`config.mk`:
```
export PLATFORM = sky130hd
export DESIGN_NAME = z85_stream_codec
export DESIGN_NICKNAME = d
export VERILOG_FILES = /design/src/design/z85_pkg.sv /design/src/design/z85_front.sv /design/src/design/z85_job_fifo.sv /design/src/design/z85_back.sv /design/src/design/z85_stream_codec.sv
export SDC_FILE = /design/constraint.sdc
export NUM_CORES = 1
export LEC_CHECK = 0
export BUFFER_PORTS_ARGS = -buffer_cell sky130_fd_sc_hd__buf_2
export CAP_MARGIN = 20
export CORE_MARGIN = 2
export CORE_UTILIZATION = 50
export CTS_BUF_LIST = sky130_fd_sc_hd__clkbuf_8
export DETAILED_ROUTE_END_ITERATION = 7
export PLACE_DENSITY = 0.68
export SLEW_MARGIN = 20
export SYNTH_ARGS = -nofsm -noshare
export SYNTH_HDL_FRONTEND = slang
export SYNTH_SLANG_ARGS = --single-unit
export TNS_END_PERCENT = 100
```
`constraint.sdc`:
```
create_clock -name clk_i -period 7.1 [get_ports clk_i]
set_input_delay 0.71 -clock clk_i [delete_from_list [all_inputs] [get_ports clk_i]]
set_output_delay 0.71 -clock clk_i [all_outputs]
set_load 0.01 [all_outputs]
```
`src/design/z85_pkg.sv`:
```
// ----------------------------------------------------------------------------
// z85_pkg
// shared types, constants and alphabet functions of the z85 stream codec
// ----------------------------------------------------------------------------
package z85_pkg;

  // number of characters in one encoded group and bytes in one decoded group
  localparam int unsigned NumChars   = 5;
  localparam int unsigned NumBytes   = 4;
  localparam int unsigned MaxResults = 5;
  localparam int unsigned IdxW       = $clog2(MaxResults);

  // default depth of the job queue between front and back
  localparam int unsigned JobFifoDepth = 2;

  // floor(v / 85) == (v * RecipMul) >> RecipShift for every 32-bit v
  localparam logic [31:0] RecipMul   = 32'd3233857729;
  localparam int unsigned RecipShift = 38;
  localparam int unsigned QuoW       = 26;

  typedef enum logic [1:0] {
    STATUS_OK       = 2'd0,
    STATUS_BAD_CHAR = 2'd1,
    STATUS_OVERFLOW = 2'd2,
    STATUS_SHORT    = 2'd3
  } status_e;

  typedef enum logic [1:0] {
    JOB_ENCODE = 2'd0,
    JOB_DECODE = 2'd1,
    JOB_ERROR  = 2'd2
  } job_kind_e;

  typedef struct packed {
    job_kind_e   kind;
    logic [31:0] data;
    logic        last_item;
    status_e     status;
  } job_t;

  typedef struct packed {
    logic       valid;
    logic [6:0] digit;
  } digit_t;

  // base-85 digit to alphabet character
  function automatic logic [7:0] z85_char(input logic [6:0] d);
    logic [7:0] c;
    c = 8'h00;
    if (d < 7'd10) begin
      c = 8'h30 + {1'b0, d};
    end else if (d < 7'd36) begin
      c = 8'h57 + {1'b0, d};
    end else if (d < 7'd62) begin
      c = 8'h1D + {1'b0, d};
    end else begin
      unique case (d)
        7'd62:   c = 8'h2E;
        7'd63:   c = 8'h2D;
        7'd64:   c = 8'h3A;
        7'd65:   c = 8'h2B;
        7'd66:   c = 8'h3D;
        7'd67:   c = 8'h5E;
        7'd68:   c = 8'h21;
        7'd69:   c = 8'h2F;
        7'd70:   c = 8'h2A;
        7'd71:   c = 8'h3F;
        7'd72:   c = 8'h26;
        7'd73:   c = 8'h3C;
        7'd74:   c = 8'h3E;
        7'd75:   c = 8'h28;
        7'd76:   c = 8'h29;
        7'd77:   c = 8'h5B;
        7'd78:   c = 8'h5D;
        7'd79:   c = 8'h7B;
        7'd80:   c = 8'h7D;
        7'd81:   c = 8'h40;
        7'd82:   c = 8'h25;
        7'd83:   c = 8'h24;
        7'd84:   c = 8'h23;
        default: c = 8'h00;
      endcase
    end
    return c;
  endfunction

  // alphabet character to base-85 digit, valid low for codes outside the alphabet
  function automatic digit_t z85_digit(input logic [7:0] code);
    digit_t r;
    r.valid = 1'b1;
    r.digit = 7'd0;
    if (code >= 8'h30 && code <= 8'h39) begin
      r.digit = 7'(code - 8'h30);
    end else if (code >= 8'h61 && code <= 8'h7A) begin
      r.digit = 7'(code - 8'h57);
    end else if (code >= 8'h41 && code <= 8'h5A) begin
      r.digit = 7'(code - 8'h1D);
    end else begin
      unique case (code)
        8'h2E:   r.digit = 7'd62;
        8'h2D:   r.digit = 7'd63;
        8'h3A:   r.digit = 7'd64;
        8'h2B:   r.digit = 7'd65;
        8'h3D:   r.digit = 7'd66;
        8'h5E:   r.digit = 7'd67;
        8'h21:   r.digit = 7'd68;
        8'h2F:   r.digit = 7'd69;
        8'h2A:   r.digit = 7'd70;
        8'h3F:   r.digit = 7'd71;
        8'h26:   r.digit = 7'd72;
        8'h3C:   r.digit = 7'd73;
        8'h3E:   r.digit = 7'd74;
        8'h28:   r.digit = 7'd75;
        8'h29:   r.digit = 7'd76;
        8'h5B:   r.digit = 7'd77;
        8'h5D:   r.digit = 7'd78;
        8'h7B:   r.digit = 7'd79;
        8'h7D:   r.digit = 7'd80;
        8'h40:   r.digit = 7'd81;
        8'h25:   r.digit = 7'd82;
        8'h24:   r.digit = 7'd83;
        8'h23:   r.digit = 7'd84;
        default: r.valid = 1'b0;
      endcase
    end
    return r;
  endfunction

endpackage

```
`src/design/z85_front.sv`:
```
// ----------------------------------------------------------------------------
// z85_front
// accepts words, gathers groups, detects errors and issues jobs to the back
// ----------------------------------------------------------------------------
module z85_front (
  input  logic            clk_i,
  input  logic            rst_ni,
  input  logic            cfg_we_i,
  input  logic            cfg_wdata_i,
  input  logic            accept_i,
  input  logic [7:0]      in_value_i,
  input  logic            end_of_input_i,
  output logic            job_push_o,
  output z85_pkg::job_t   job_o
);

  logic        dir_q, dir_d;
  logic [32:0] acc_q, acc_d;
  logic [2:0]  cnt_q, cnt_d;
  logic        hold_q, hold_d;

  z85_pkg::digit_t dig;
  logic [32:0]     enc_acc;
  logic [39:0]     dec_sum;
  logic [32:0]     dec_acc;
  logic [2:0]      cnt_inc;

  assign dig     = z85_pkg::z85_digit(in_value_i);
  assign enc_acc = {acc_q[24:0], in_value_i};
  // acc * 85 + digit
  assign dec_sum = {1'b0, acc_q, 6'b0} + {3'b0, acc_q, 4'b0} + {5'b0, acc_q, 2'b0}
                 + {7'b0, acc_q} + {33'b0, dig.digit};
  assign dec_acc = dec_sum[32:0];
  assign cnt_inc = cnt_q + 3'd1;

  always_comb begin
    dir_d            = dir_q;
    acc_d            = acc_q;
    cnt_d            = cnt_q;
    hold_d           = hold_q;
    job_push_o       = 1'b0;
    job_o.kind       = z85_pkg::JOB_ERROR;
    job_o.data       = enc_acc[31:0];
    job_o.last_item  = end_of_input_i;
    job_o.status     = z85_pkg::STATUS_OK;

    if (cfg_we_i) begin
      dir_d  = cfg_wdata_i;
      acc_d  = '0;
      cnt_d  = '0;
      hold_d = 1'b0;
    end else if (accept_i) begin
      if (hold_q) begin
        // dropping until end of stream
        if (end_of_input_i) begin
          hold_d = 1'b0;
        end
      end else if (!dir_q) begin
        if (cnt_inc == 3'(z85_pkg::NumBytes)) begin
          job_push_o = 1'b1;
          job_o.kind = z85_pkg::JOB_ENCODE;
          acc_d      = '0;
          cnt_d      = '0;
        end else if (end_of_input_i) begin
          job_push_o   = 1'b1;
          job_o.status = z85_pkg::STATUS_SHORT;
          acc_d        = '0;
          cnt_d        = '0;
        end else begin
          acc_d = enc_acc;
          cnt_d = cnt_inc;
        end
      end else begin
        job_o.data = dec_acc[31:0];
        if (!dig.valid) begin
          job_push_o   = 1'b1;
          job_o.status = z85_pkg::STATUS_BAD_CHAR;
          acc_d        = '0;
          cnt_d        = '0;
          hold_d       = !end_of_input_i;
        end else if (cnt_inc == 3'(z85_pkg::NumChars)) begin
          job_push_o = 1'b1;
          acc_d      = '0;
          cnt_d      = '0;
          if (dec_acc[32]) begin
            job_o.status = z85_pkg::STATUS_OVERFLOW;
            hold_d       = !end_of_input_i;
          end else begin
            job_o.kind = z85_pkg::JOB_DECODE;
          end
        end else if (end_of_input_i) begin
          job_push_o   = 1'b1;
          job_o.status = z85_pkg::STATUS_SHORT;
          acc_d        = '0;
          cnt_d        = '0;
        end else begin
          acc_d = dec_acc;
          cnt_d = cnt_inc;
        end
      end
    end
  end

  always_ff @(posedge clk_i or negedge rst_ni) begin
    if (!rst_ni) begin
      dir_q  <= 1'b0;
      acc_q  <= '0;
      cnt_q  <= '0;
      hold_q <= 1'b0;
    end else begin
      dir_q  <= dir_d;
      acc_q  <= acc_d;
      cnt_q  <= cnt_d;
      hold_q <= hold_d;
    end
  end

endmodule

```
`src/design/z85_job_fifo.sv`:
```
// ----------------------------------------------------------------------------
// z85_job_fifo
// short queue of jobs between front and back
// ----------------------------------------------------------------------------
module z85_job_fifo #(
  parameter int unsigned Depth = z85_pkg::JobFifoDepth
) (
  input  logic          clk_i,
  input  logic          rst_ni,
  input  logic          push_i,
  input  z85_pkg::job_t wdata_i,
  output logic          full_o,
  input  logic          pop_i,
  output z85_pkg::job_t rdata_o,
  output logic          empty_o
);

  localparam int unsigned PtrW = $clog2(Depth);
  localparam int unsigned CntW = $clog2(Depth + 1);

  z85_pkg::job_t mem_q [Depth];
  logic [PtrW-1:0] wptr_q, rptr_q;
  logic [CntW-1:0] count_q;
  logic            do_push, do_pop;

  function automatic logic [PtrW-1:0] wrap_inc(input logic [PtrW-1:0] p);
    return (p == PtrW'(Depth - 1)) ? '0 : p + PtrW'(1);
  endfunction

  assign full_o  = (count_q == CntW'(Depth));
  assign empty_o = (count_q == '0);
  assign do_push = push_i && !full_o;
  assign do_pop  = pop_i && !empty_o;
  assign rdata_o = mem_q[rptr_q];

  always_ff @(posedge clk_i) begin
    if (do_push) begin
      mem_q[wptr_q] <= wdata_i;
    end
  end

  always_ff @(posedge clk_i or negedge rst_ni) begin
    if (!rst_ni) begin
      wptr_q  <= '0;
      rptr_q  <= '0;
      count_q <= '0;
    end else begin
      if (do_push) begin
        wptr_q <= wrap_inc(wptr_q);
      end
      if (do_pop) begin
        rptr_q <= wrap_inc(rptr_q);
      end
      if (do_push && !do_pop) begin
        count_q <= count_q + CntW'(1);
      end else if (do_pop && !do_push) begin
        count_q <= count_q - CntW'(1);
      end
    end
  end

endmodule

```
`src/design/z85_back.sv`:
```
// ----------------------------------------------------------------------------
// z85_back
// carries out jobs: base-85 conversion, byte split and result delivery
// ----------------------------------------------------------------------------
module z85_back (
  input  logic          clk_i,
  input  logic          rst_ni,
  input  logic          job_empty_i,
  input  z85_pkg::job_t job_i,
  output logic          job_pop_o,
  input  logic          pop_i,
  output logic          empty_o,
  output logic [7:0]    out_value_o,
  output logic          run_last_o,
  output logic          stream_end_o,
  output logic [1:0]    status_o
);

  localparam int unsigned IdxW = z85_pkg::IdxW;
  localparam int unsigned QuoW = z85_pkg::QuoW;

  typedef enum logic [2:0] {
    CV_IDLE   = 3'b001,
    CV_DIVIDE = 3'b010,
    CV_READY  = 3'b100
  } conv_state_e;

  conv_state_e state_q, state_d;

  // divider loop
  logic [IdxW-1:0] cnt_q;
  logic [31:0]     val_q;
  logic            r_valid_q;
  logic [31:0]     r_num_q;
  logic [QuoW-1:0] r_quo_q;
  logic [IdxW-1:0] r_pos_q;

  // prepared burst
  logic [7:0]       conv_bytes_q [z85_pkg::MaxResults];
  logic [IdxW-1:0]  conv_last_q;
  logic             conv_end_q;
  z85_pkg::status_e conv_status_q;

  // burst being delivered
  logic             emit_valid_q;
  logic [7:0]       emit_bytes_q [z85_pkg::MaxResults];
  logic [IdxW-1:0]  emit_idx_q;
  logic [IdxW-1:0]  emit_last_q;
  logic             emit_end_q;
  z85_pkg::status_e emit_status_q;

  logic [63:0]     prod;
  logic [QuoW-1:0] quo;
  logic [31:0]     rem_full;
  logic [6:0]      digit;
  logic            issue, last_digit, burst_done, burst_free, load;

  assign prod     = 64'(val_q) * 64'(z85_pkg::RecipMul);
  assign quo      = QuoW'(prod >> z85_pkg::RecipShift);
  assign rem_full = r_num_q - (32'(r_quo_q) * 32'd85);
  assign digit    = rem_full[6:0];

  assign job_pop_o  = (state_q == CV_IDLE) && !job_empty_i;
  assign issue      = (state_q == CV_DIVIDE) && (cnt_q != IdxW'(z85_pkg::NumChars));
  assign last_digit = r_valid_q && (r_pos_q == '0);
  assign burst_done = pop_i && emit_valid_q && (emit_idx_q == emit_last_q);
  assign burst_free = !emit_valid_q || burst_done;
  assign load       = (state_q == CV_READY) && burst_free;

  always_comb begin
    state_d = state_q;
    unique case (state_q)
      CV_IDLE: begin
        if (job_pop_o) begin
          state_d = (job_i.kind == z85_pkg::JOB_ENCODE) ? CV_DIVIDE : CV_READY;
        end
      end
      CV_DIVIDE: begin
        if (last_digit) begin
          state_d = CV_READY;
        end
      end
      CV_READY: begin
        if (load) begin
          state_d = CV_IDLE;
        end
      end
      default: state_d = CV_IDLE;
    endcase
  end

  always_ff @(posedge clk_i or negedge rst_ni) begin
    if (!rst_ni) begin
      state_q      <= CV_IDLE;
      cnt_q        <= '0;
      r_valid_q    <= 1'b0;
      emit_valid_q <= 1'b0;
      emit_idx_q   <= '0;
    end else begin
      state_q <= state_d;
      if (job_pop_o) begin
        cnt_q <= '0;
      end else if (issue) begin
        cnt_q <= cnt_q + IdxW'(1);
      end
      r_valid_q <= issue;
      if (load) begin
        emit_valid_q <= 1'b1;
        emit_idx_q   <= '0;
      end else if (burst_done) begin
        emit_valid_q <= 1'b0;
      end else if (pop_i && emit_valid_q) begin
        emit_idx_q <= emit_idx_q + IdxW'(1);
      end
    end
  end

  always_ff @(posedge clk_i) begin
    if (job_pop_o) begin
      val_q         <= job_i.data;
      conv_end_q    <= job_i.last_item;
      conv_status_q <= job_i.status;
      unique case (job_i.kind)
        z85_pkg::JOB_ENCODE: begin
          conv_last_q <= IdxW'(z85_pkg::NumChars - 1);
        end
        z85_pkg::JOB_DECODE: begin
          conv_last_q     <= IdxW'(z85_pkg::NumBytes - 1);
          conv_bytes_q[0] <= job_i.data[31:24];
          conv_bytes_q[1] <= job_i.data[23:16];
          conv_bytes_q[2] <= job_i.data[15:8];
          conv_bytes_q[3] <= job_i.data[7:0];
        end
        default: begin
          conv_last_q     <= '0;
          conv_bytes_q[0] <= 8'h00;
        end
      endcase
    end
    if (issue) begin
      val_q   <= {{(32 - QuoW){1'b0}}, quo};
      r_num_q <= val_q;
      r_quo_q <= quo;
      // least significant digit comes out first
      r_pos_q <= IdxW'(z85_pkg::NumChars - 1) - cnt_q;
    end
    if (r_valid_q) begin
      conv_bytes_q[r_pos_q] <= z85_pkg::z85_char(digit);
    end
    if (load) begin
      emit_bytes_q  <= conv_bytes_q;
      emit_last_q   <= conv_last_q;
      emit_end_q    <= conv_end_q;
      emit_status_q <= conv_status_q;
    end
  end

  assign empty_o      = !emit_valid_q;
  assign out_value_o  = emit_bytes_q[emit_idx_q];
  assign run_last_o   = (emit_idx_q == emit_last_q);
  assign stream_end_o = emit_end_q;
  assign status_o     = emit_status_q;

endmodule

```
`src/design/z85_stream_codec.sv`:
```
// ----------------------------------------------------------------------------
// z85_stream_codec
// streaming z85 encoder and decoder with queue-style ports on both sides
// ----------------------------------------------------------------------------
// In encode mode (direction 0) every four bytes give five alphabet characters,
// most significant digit first; in decode mode (direction 1) every five
// characters give four bytes, most significant first. A bad character, a
// group above 0xFFFFFFFF or a partial group at end_of_input gives a single
// error word with out_value zero, after which words are dropped until the end
// of the stream. Writing direction starts a new stream. Rate: a decode word
// is taken every cycle while the job queue has room, and four result words
// leave per group at one per cycle while pop is held. In the back an encode
// group is fetched from the job queue, runs through the divide-by-85 loop,
// which produces one digit per cycle through a 32x32 reciprocal multiplier
// and a remainder stage, and is then handed as a burst to the output register
// once that register is free; only then is the next job fetched. Every result
// passes through the job queue, the prepared-burst and the output registers.
// ----------------------------------------------------------------------------
module z85_stream_codec #(
  parameter int unsigned JobDepth = z85_pkg::JobFifoDepth // 2 or more
) (
  input  logic       clk_i,
  input  logic       rst_ni,
  // configuration
  input  logic       cfg_we_i,
  input  logic       cfg_wdata_i,
  // input queue side
  input  logic       push_i,
  output logic       full_o,
  input  logic [7:0] in_value_i,
  input  logic       end_of_input_i,
  // result queue side
  output logic       empty_o,
  input  logic       pop_i,
  output logic [7:0] out_value_o,
  output logic       run_last_o,
  output logic       stream_end_o,
  output logic [1:0] status_o
);

  logic          accept;
  logic          job_push;
  z85_pkg::job_t job_in;
  logic          job_pop;
  z85_pkg::job_t job_out;
  logic          job_empty;
  logic          job_full;

  // a word is taken whenever the job queue has room, even if it makes no job
  assign full_o = job_full;
  assign accept = push_i && !job_full;

  // front: grouping, alphabet lookup, error tracking
  z85_front u_front (
    .clk_i         (clk_i),
    .rst_ni        (rst_ni),
    .cfg_we_i      (cfg_we_i),
    .cfg_wdata_i   (cfg_wdata_i),
    .accept_i      (accept),
    .in_value_i    (in_value_i),
    .end_of_input_i(end_of_input_i),
    .job_push_o    (job_push),
    .job_o         (job_in)
  );

  // decoupling queue, one job per finished group or error
  z85_job_fifo #(
    .Depth(JobDepth)
  ) u_job_fifo (
    .clk_i  (clk_i),
    .rst_ni (rst_ni),
    .push_i (job_push),
    .wdata_i(job_in),
    .full_o (job_full),
    .pop_i  (job_pop),
    .rdata_o(job_out),
    .empty_o(job_empty)
  );

  // back: base-85 conversion and result delivery
  z85_back u_back (
    .clk_i       (clk_i),
    .rst_ni      (rst_ni),
    .job_empty_i (job_empty),
    .job_i       (job_out),
    .job_pop_o   (job_pop),
    .pop_i       (pop_i),
    .empty_o     (empty_o),
    .out_value_o (out_value_o),
    .run_last_o  (run_last_o),
    .stream_end_o(stream_end_o),
    .status_o    (status_o)
  );

endmodule
```
After elaboration in Yosys (flattened, before gate mapping)
Memory sizes are Yosys's and may differ from the RTL's.
Index checks and enable logic that the tools add are counted.
{"block": "totals", "regBits": 213, "latchBits": 0, "mem_bits_rw": 74, "mem_bits_ro": 0, "input_bits": 15, "output_inout_bits": 14, "word_cells": 258, "mem_count": 1}
{"name": "u_job_fifo.mem_q", "words": 2, "width": 37, "read_ports": 1, "rd_ports_with_merged_regs": 0, "wr": 1, "line": "z85_job_fifo.sv:21", "rtl": "z85_pkg::job_t mem_q [Depth];"}
{"block": "classes", "n_addsub": 19, "n_mul": 2, "div_mod_pow": 0, "order_cmp": 12, "eq_ne": 60, "shifts": 0, "mux": 95, "bitwise_logic": 2, "n_reduce_logical": 34}
{"cell": "one-hot mux 7 bit (23 select lines)", "n": 2}
{"cell": "2-to-1 mux 33 bit", "n": 9}
{"cell": "== test 7 bit (second input constant)", "n": 21}
{"cell": "== test 8 x 6 -> 1 bit (second input constant)", "n": 17}
{"cell": "2-to-1 mux 34 bit", "n": 3}
{"cell": "adder 33 bit", "n": 3}
{"cell": "multiplier 32 x 32 -> 64 bit (second input constant)", "n": 1}
{"cell": "2-to-1 mux 32 bit", "n": 2}
{"cell": "2-to-1 mux 8 bit", "n": 7}
{"cell": "2-to-1 mux 26 bit", "n": 2}
{"cell": "2-to-1 mux 3 bit", "n": 17}
{"cell": "== test 8 x 7 -> 1 bit (second input constant)", "n": 6}
{"cell": "bitwise mux 40 bit", "n": 1}
{"cell": "2-to-1 mux 40 bit", "n": 1}
{"cell": "adder 33 x 7 -> 33 bit", "n": 1}
{"cell": "2-to-1 mux 2 bit", "n": 16}
{"cell": "multiplier 26 x 7 -> 7 bit (second input constant)", "n": 1}
{"cell": "2-to-1 mux 1 bit", "n": 26}
{"cell": "binary-select mux 8 bit (select 3 bit)", "n": 1}
{"cell": "demux 8 bit (select 3 bit)", "n": 1}
{"cell": "2-to-1 mux 24 bit", "n": 1}
{"cell": "OR reduction 23 bit", "n": 1}
{"cell": "2-to-1 mux 7 bit", "n": 3}
{"cell": ">= comparator 8 x 7 -> 1 bit (second input constant)", "n": 2}
{"cell": "41 further kinds", "n": 79}

Depth between registers and ports, before layout
{"block": "logic_depth", "ltp_word": 16, "ltp_mapped": 28, "mapped_depth_nobuf": 28}

Hierarchy
A second synthesis with hierarchy kept.
{"block": "hier_totals", "hier_cells": 2689, "hier_area_um2": 26995.9}
{"module": "z85_back", "instances": 1, "cells_each": 1841, "area_per_inst_um2": 17873.4, "seq_area_each_um2": 4070.2}
{"module": "z85_front", "instances": 1, "cells_each": 713, "area_per_inst_um2": 6159.7, "seq_area_each_um2": 950.9}
{"module": "z85_job_fifo", "instances": 1, "cells_each": 134, "area_per_inst_um2": 2949.1, "seq_area_each_um2": 2322.2}
{"module": "z85_stream_codec", "instances": 1, "cells_each": 1, "area_per_inst_um2": 13.8, "seq_area_each_um2": 0.0}

Worst setup path after synthesis
OpenSTA, ideal clock, no wires.
{"block": "synth_timing", "path_kind": "input-to-reg", "startpoint": "input in_value_i[0]", "endpoint": "memory u_job_fifo.mem_q[0][0] in the netlist's numbering, enable pin", "arrival_time_ns": 6.302, "required_ns": 6.576, "setup_slack_ns": 0.274, "path_stages": 12, "n_path_buf": 3, "path_cell_list": "inv_1 > ha_1 > clkbuf_1 > and2_1 > a221o_1 > a21oi_1 > nor4b_1 > nand4_1 > and4b_1 > clkbuf_1 > buf_2 > nor4_1"}
{"block": "synth_between", "elab_chain_cells": 14, "elab_cells_between_ends": 45}
{"item": "from (decl)", "line": "z85_stream_codec.sv:30", "rtl": "input logic [7:0] in_value_i,"}
{"item": "== test 8 x 6 -> 1 bit or == test 8 x 7 -> 1 bit (tied branches)", "line": "z85_pkg.sv:99", "rtl": "unique case (code)"}
{"item": "OR reduction 23 bit (no source line)"}
{"item": "2-to-1 mux 1 bit", "line": "z85_pkg.sv:99"}
{"item": "2-to-1 mux 1 bit", "line": "z85_pkg.sv:96", "rtl": "end else if (code >= 8'h41 && code <= 8'h5A) begin"}
{"item": "2-to-1 mux 1 bit", "line": "z85_pkg.sv:94", "rtl": "end else if (code >= 8'h61 && code <= 8'h7A) begin"}
{"item": "2-to-1 mux 1 bit (*)", "line": "z85_pkg.sv:92", "rtl": "if (code >= 8'h30 && code <= 8'h39) begin"}
{"item": "2-to-1 mux 1 bit (*)", "line": "z85_front.sv:75", "rtl": "if (!dig.valid) begin"}
{"item": "2-to-1 mux 1 bit (*)", "line": "z85_front.sv:58", "rtl": "end else if (!dir_q) begin"}
{"item": "2-to-1 mux 1 bit (*)", "line": "z85_front.sv:53", "rtl": "if (hold_q) begin"}
{"item": "2-to-1 mux 1 bit (*)", "line": "z85_front.sv:52", "rtl": "end else if (accept_i) begin"}
{"item": "2-to-1 mux 1 bit (*)", "line": "z85_front.sv:47", "rtl": "if (cfg_we_i) begin"}
{"item": "logical AND 1 bit (*)", "line": "z85_job_fifo.sv:32", "rtl": "assign do_push = push_i && !full_o;"}
{"item": "2-to-1 mux 1 bit (*)", "line": "z85_job_fifo.sv:37", "rtl": "if (do_push) begin"}
{"item": "2-to-1 mux 1 bit (implied by the code) (*)", "line": "z85_job_fifo.sv:38", "rtl": "mem_q[wptr_q] <= wdata_i;"}
{"item": "to (decl)", "line": "z85_job_fifo.sv:21"}
Every way passes the cells marked *; elsewhere a longest branch is shown, timed or not.

Final worst setup path
{"block": "layout_timing", "startpoint": "register u_back.val_q[9]", "endpoint": "register u_back.val_q[23] (data pin)"}
{"block": "layout_between", "elab_chain_cells": 2}
{"item": "from (decl)", "line": "z85_back.sv:32", "rtl": "logic [31:0] val_q;"}
{"item": "from (signal assigned)", "line": "z85_back.sv:120", "rtl": "val_q <= job_i.data;"}
{"item": "from (signal assigned)", "line": "z85_back.sv:141", "rtl": "val_q <= {{(32 - QuoW){1'b0}}, quo};"}
{"item": "multiplier 32 x 32 -> 64 bit", "line": "z85_back.sv:58", "rtl": "assign prod = 64'(val_q) * 64'(z85_pkg::RecipMul);"}
{"item": "2-to-1 mux 26 bit", "line": "z85_back.sv:140", "rtl": "if (issue) begin"}
Every way passes these cells.
A chain may end at the register's enable or synchronous reset.

==> impl_metrics.toml <==
[drt]
ant_nets = 0
firstDrtPassIters = 7
detail_route.wl_per_cell_um = 19.9
postRouteWirelength_mm = 64.8
dr.first_iter.drc_count = 1472
vias = 18600
viasPerCell = 5.71
drc = 0

[floorplanning]
die_w_um = 231
die_area_um2 = 53600
coreArea_um2 = 51200
row_count = 83
start_util_pct = 50.5
die_h_um = 231
io_pins = 29

[clock_network]
htree_levels = 2
clockBufferDepth = 3
clk_pin_slew_ns = 0.07
cts_tree = "built"
cts_num_sinks = 266
clkLatencyLatePin_ns = 0.58
cts_buffers = 46
cts_root_buf = "clkbuf_8"
holdBufCountCts = 0

[synthesis]
netlist.area_leader.share_pct = 20.3
yosys-top-cells-area = "edfxtp_1, ha_1, fa_1"
synth.net_count = 3132
synth-seq-cells = 266
synthArstFlopShare_pct = 19.9
synth.most_common_cell = "ha_1"
synth-edff-count = 175
synthesis.area_um2 = 25900
syn_inst = 2469
ys_top_cells_by_count = "ha_1, inv_1, fa_1, edfxtp_1, nand2_1"
synth_ff_type = "edfxtp_1"
yosysTopAreaCell = "edfxtp_1"
yosysSeqAreaShare_pct = 28.4
synth_warnings = 0
synth.avg_cell_area_um2 = 10.5
ys_types = 94

[grt]
overflow = 0
grt_pass1_wl_mm = 105
first_global_vias = 19100
grt.total_usage_pct = 24.8
grt_max_degree = 57
antenna_found_initial = 0

[critical_path]
required_ns = 7.41
critical_path.slowest_cell = "fa_1"
worst_setup_path_start_kind = "flip-flop"
cp_cell_sequence = "ha_1 > ha_1 > inv_1 > fa_1 > inv_1 > fa_1 > inv_1 > fa_1 > fa_1 > fa_1 > inv_1 > ha_1 > ha_1 > a21o_1 > a21o_1 > a21o_1 > or3_1 > o21ai_2 > o21ai_0 > o21a_1 > or3_1 > a31o_2"
worstSetupPathType = "flip-flop to flip-flop"
crit_top_cell = "fa_1"
max_stage_delay_ns = 0.55
cp_max_fo = 5
end_kind = "flip-flop"
worst_ep_arrival_time_ns = 7.21

[final_layout]
n_antenna_cell = 0
nFillCells = 4407
register_area_um2 = 7340
synthToLayoutAreaGrowth_pct = 8.60
drive_gt1_share_pct = 8.83
finalNetCount = 3197
multiInputGateArea_um2 = 16800
instances_no_fill = 3251

[timing]
slew_viol_final = 0
setup_tns_ns = 0
finalCriticalPeriod_ns = 6.90
finClkSkew_ns = 0.0351
fmax_ghz = 0.145
finalCritPeriodShare_pct = 97.2
finalSetupViolations = 0
tightest_slew_ns = 1.03
slew_headroom_pct = 30.7
hold_viol = 0
rsz0062_at_grt = "false"

[run]
maxCapViolations = 0

[place]
dpl.hpwl_mm = 53.1
place_congestion = 0.954
dpl.cell_count = 3163
port_buffers = 28

[run_status]
status = "finished, final reports clean"

[worst_hold_path]
hold_class = "input pin to async pin"
[critical path, delay by kind of cell, from the launching register on]
kind | cells | cell delay, ns
adders and majority gates | 9 | 3.80
AOI/OAI and AO/OA | 7 | 1.37
and+or+nand+nor | 2 | 0.75
DFF | 1 | 0.53
buffers and inverters | 4 | 0.19
[metal layers]
layer	track usage [%]	share of wire, %
met5	0	0
met4	7.16	3.0
met3	2.76	4.7
met2	41.6	48
met1	34.1	44
[final cells by class]
| class | count | area share, % |
|---|---|---|
| Clock buffer | 55 | 2.69 |
| Clock inverter | 30 | 0.770 |
| Inverter | 411 | 5.49 |
| Multi-Input combinational cell | 1719 | 59.7 |
| Sequential cell | 266 | 26.1 |
| Tap cell | 680 | 3.03 |
| Timing Repair Buffer | 90 | 2.16 |
[flip-flops by register name, indices dropped and copies added (netlist names), 2 cells and up, named ones only]
signal / cells
u_front.cnt_q: 3
u_back.conv_bytes_q: 32
u_back.conv_status_q: 2
u_back.conv_last_q: 2
u_back.r_num_q: 7
u_back.state_q: 3
u_job_fifo.count_q: 2
u_back.emit_last_q: 2
u_back.status_o: 2
u_back.emit_bytes_q: 40
u_job_fifo.mem_q: 74
u_back.val_q: 32
u_front.acc_q: 33
u_back.emit_idx_q: 3
u_back.r_quo_q: 7
u_back.cnt_q: 3
u_back.r_pos_q: 3
[cell families after synthesis]
kind of cell / Yosys count / share of synthesized area [%]
multiplexers: 84 / 3.88
AND/OR/NAND/NOR: 412 / 7.67
buffers and inverters: 484 / 7.10
XOR/XNOR: 79 / 2.67
other: 1 / 0.0145
AO/OA/AOI/OAI: 495 / 12.3
adder cells (fa/ha/maj): 648 / 38.0
flip-flops: 266 / 28.4
[repair_timing]
item                                    CTS  global route
buffers inserted                          0             3
resized for setup                         0            12
endpoints found under the setup margin    0            15
[per-stage QoR]
stage / instance area (um2) / hold WS [ns] / setup WS, ns / utilization (%)
after global placement: 27000 / 0.403 / 0.0769 / 52.8
after detailed placement: 27000 / 0.405 / 0.0643 / 52.8
after global routing: 28100 / 0.306 / 0.00340 / 54.9
final: 28100 / 0.255 / 0.201 / 54.9
after CTS: 28000 / 0.274 / 0.151 / 54.7
after floorplan: 25900 / 0.400 / 0.274 / -
[path summary, 6_finish.rpt]
check	startpoint	end	slack, ns	cells after the start
worst max-delay path	u_back.val_q[9]$_DFFE_PP_	u_back.val_q[23]$_DFFE_PP_	0.20	22
worst min-delay path	rst_ni	u_front.hold_q$_DFFE_PN0P_	0.26	2
worst max register to register	u_back.val_q[9]$_DFFE_PP_	u_back.val_q[23]$_DFFE_PP_	0.20	22
worst min register to register	u_back.conv_status_q[0]$_DFFE_PP_	u_back.status_o[0]$_DFFE_PP_	0.41	0
max in group asynchronous	rst_ni	u_job_fifo.rptr_q$_DFFE_PN0P_	6.31	2
min in group clk_i	cfg_wdata_i	u_front.dir_q$_DFFE_PN0P_	0.36	2
[layout by cell type, fill, tap and decap left out, drive strengths merged, types with 11 or more instances in the layout]
cell type,n
a211oi,11
a21o,30
a21oi,118
a22oi,30
a31oi,12
buf,90
clkbuf,55
dfrtp,52
dfxtp,38
edfxtp,175
fa,230
ha,418
inv,428
mux2,28
mux2i,48
nand2,140
nand3,27
nand4,19
nor2,103
nor2b,12
nor3,30
o211ai,27
o21ai,142
o21bai,13
o22ai,16
or3,15
xnor2,49
xor2,30
Power is left out: the tool's default activity adds up to more than one toggle a clock period on the data nets, which glitch-free logic cannot reach.
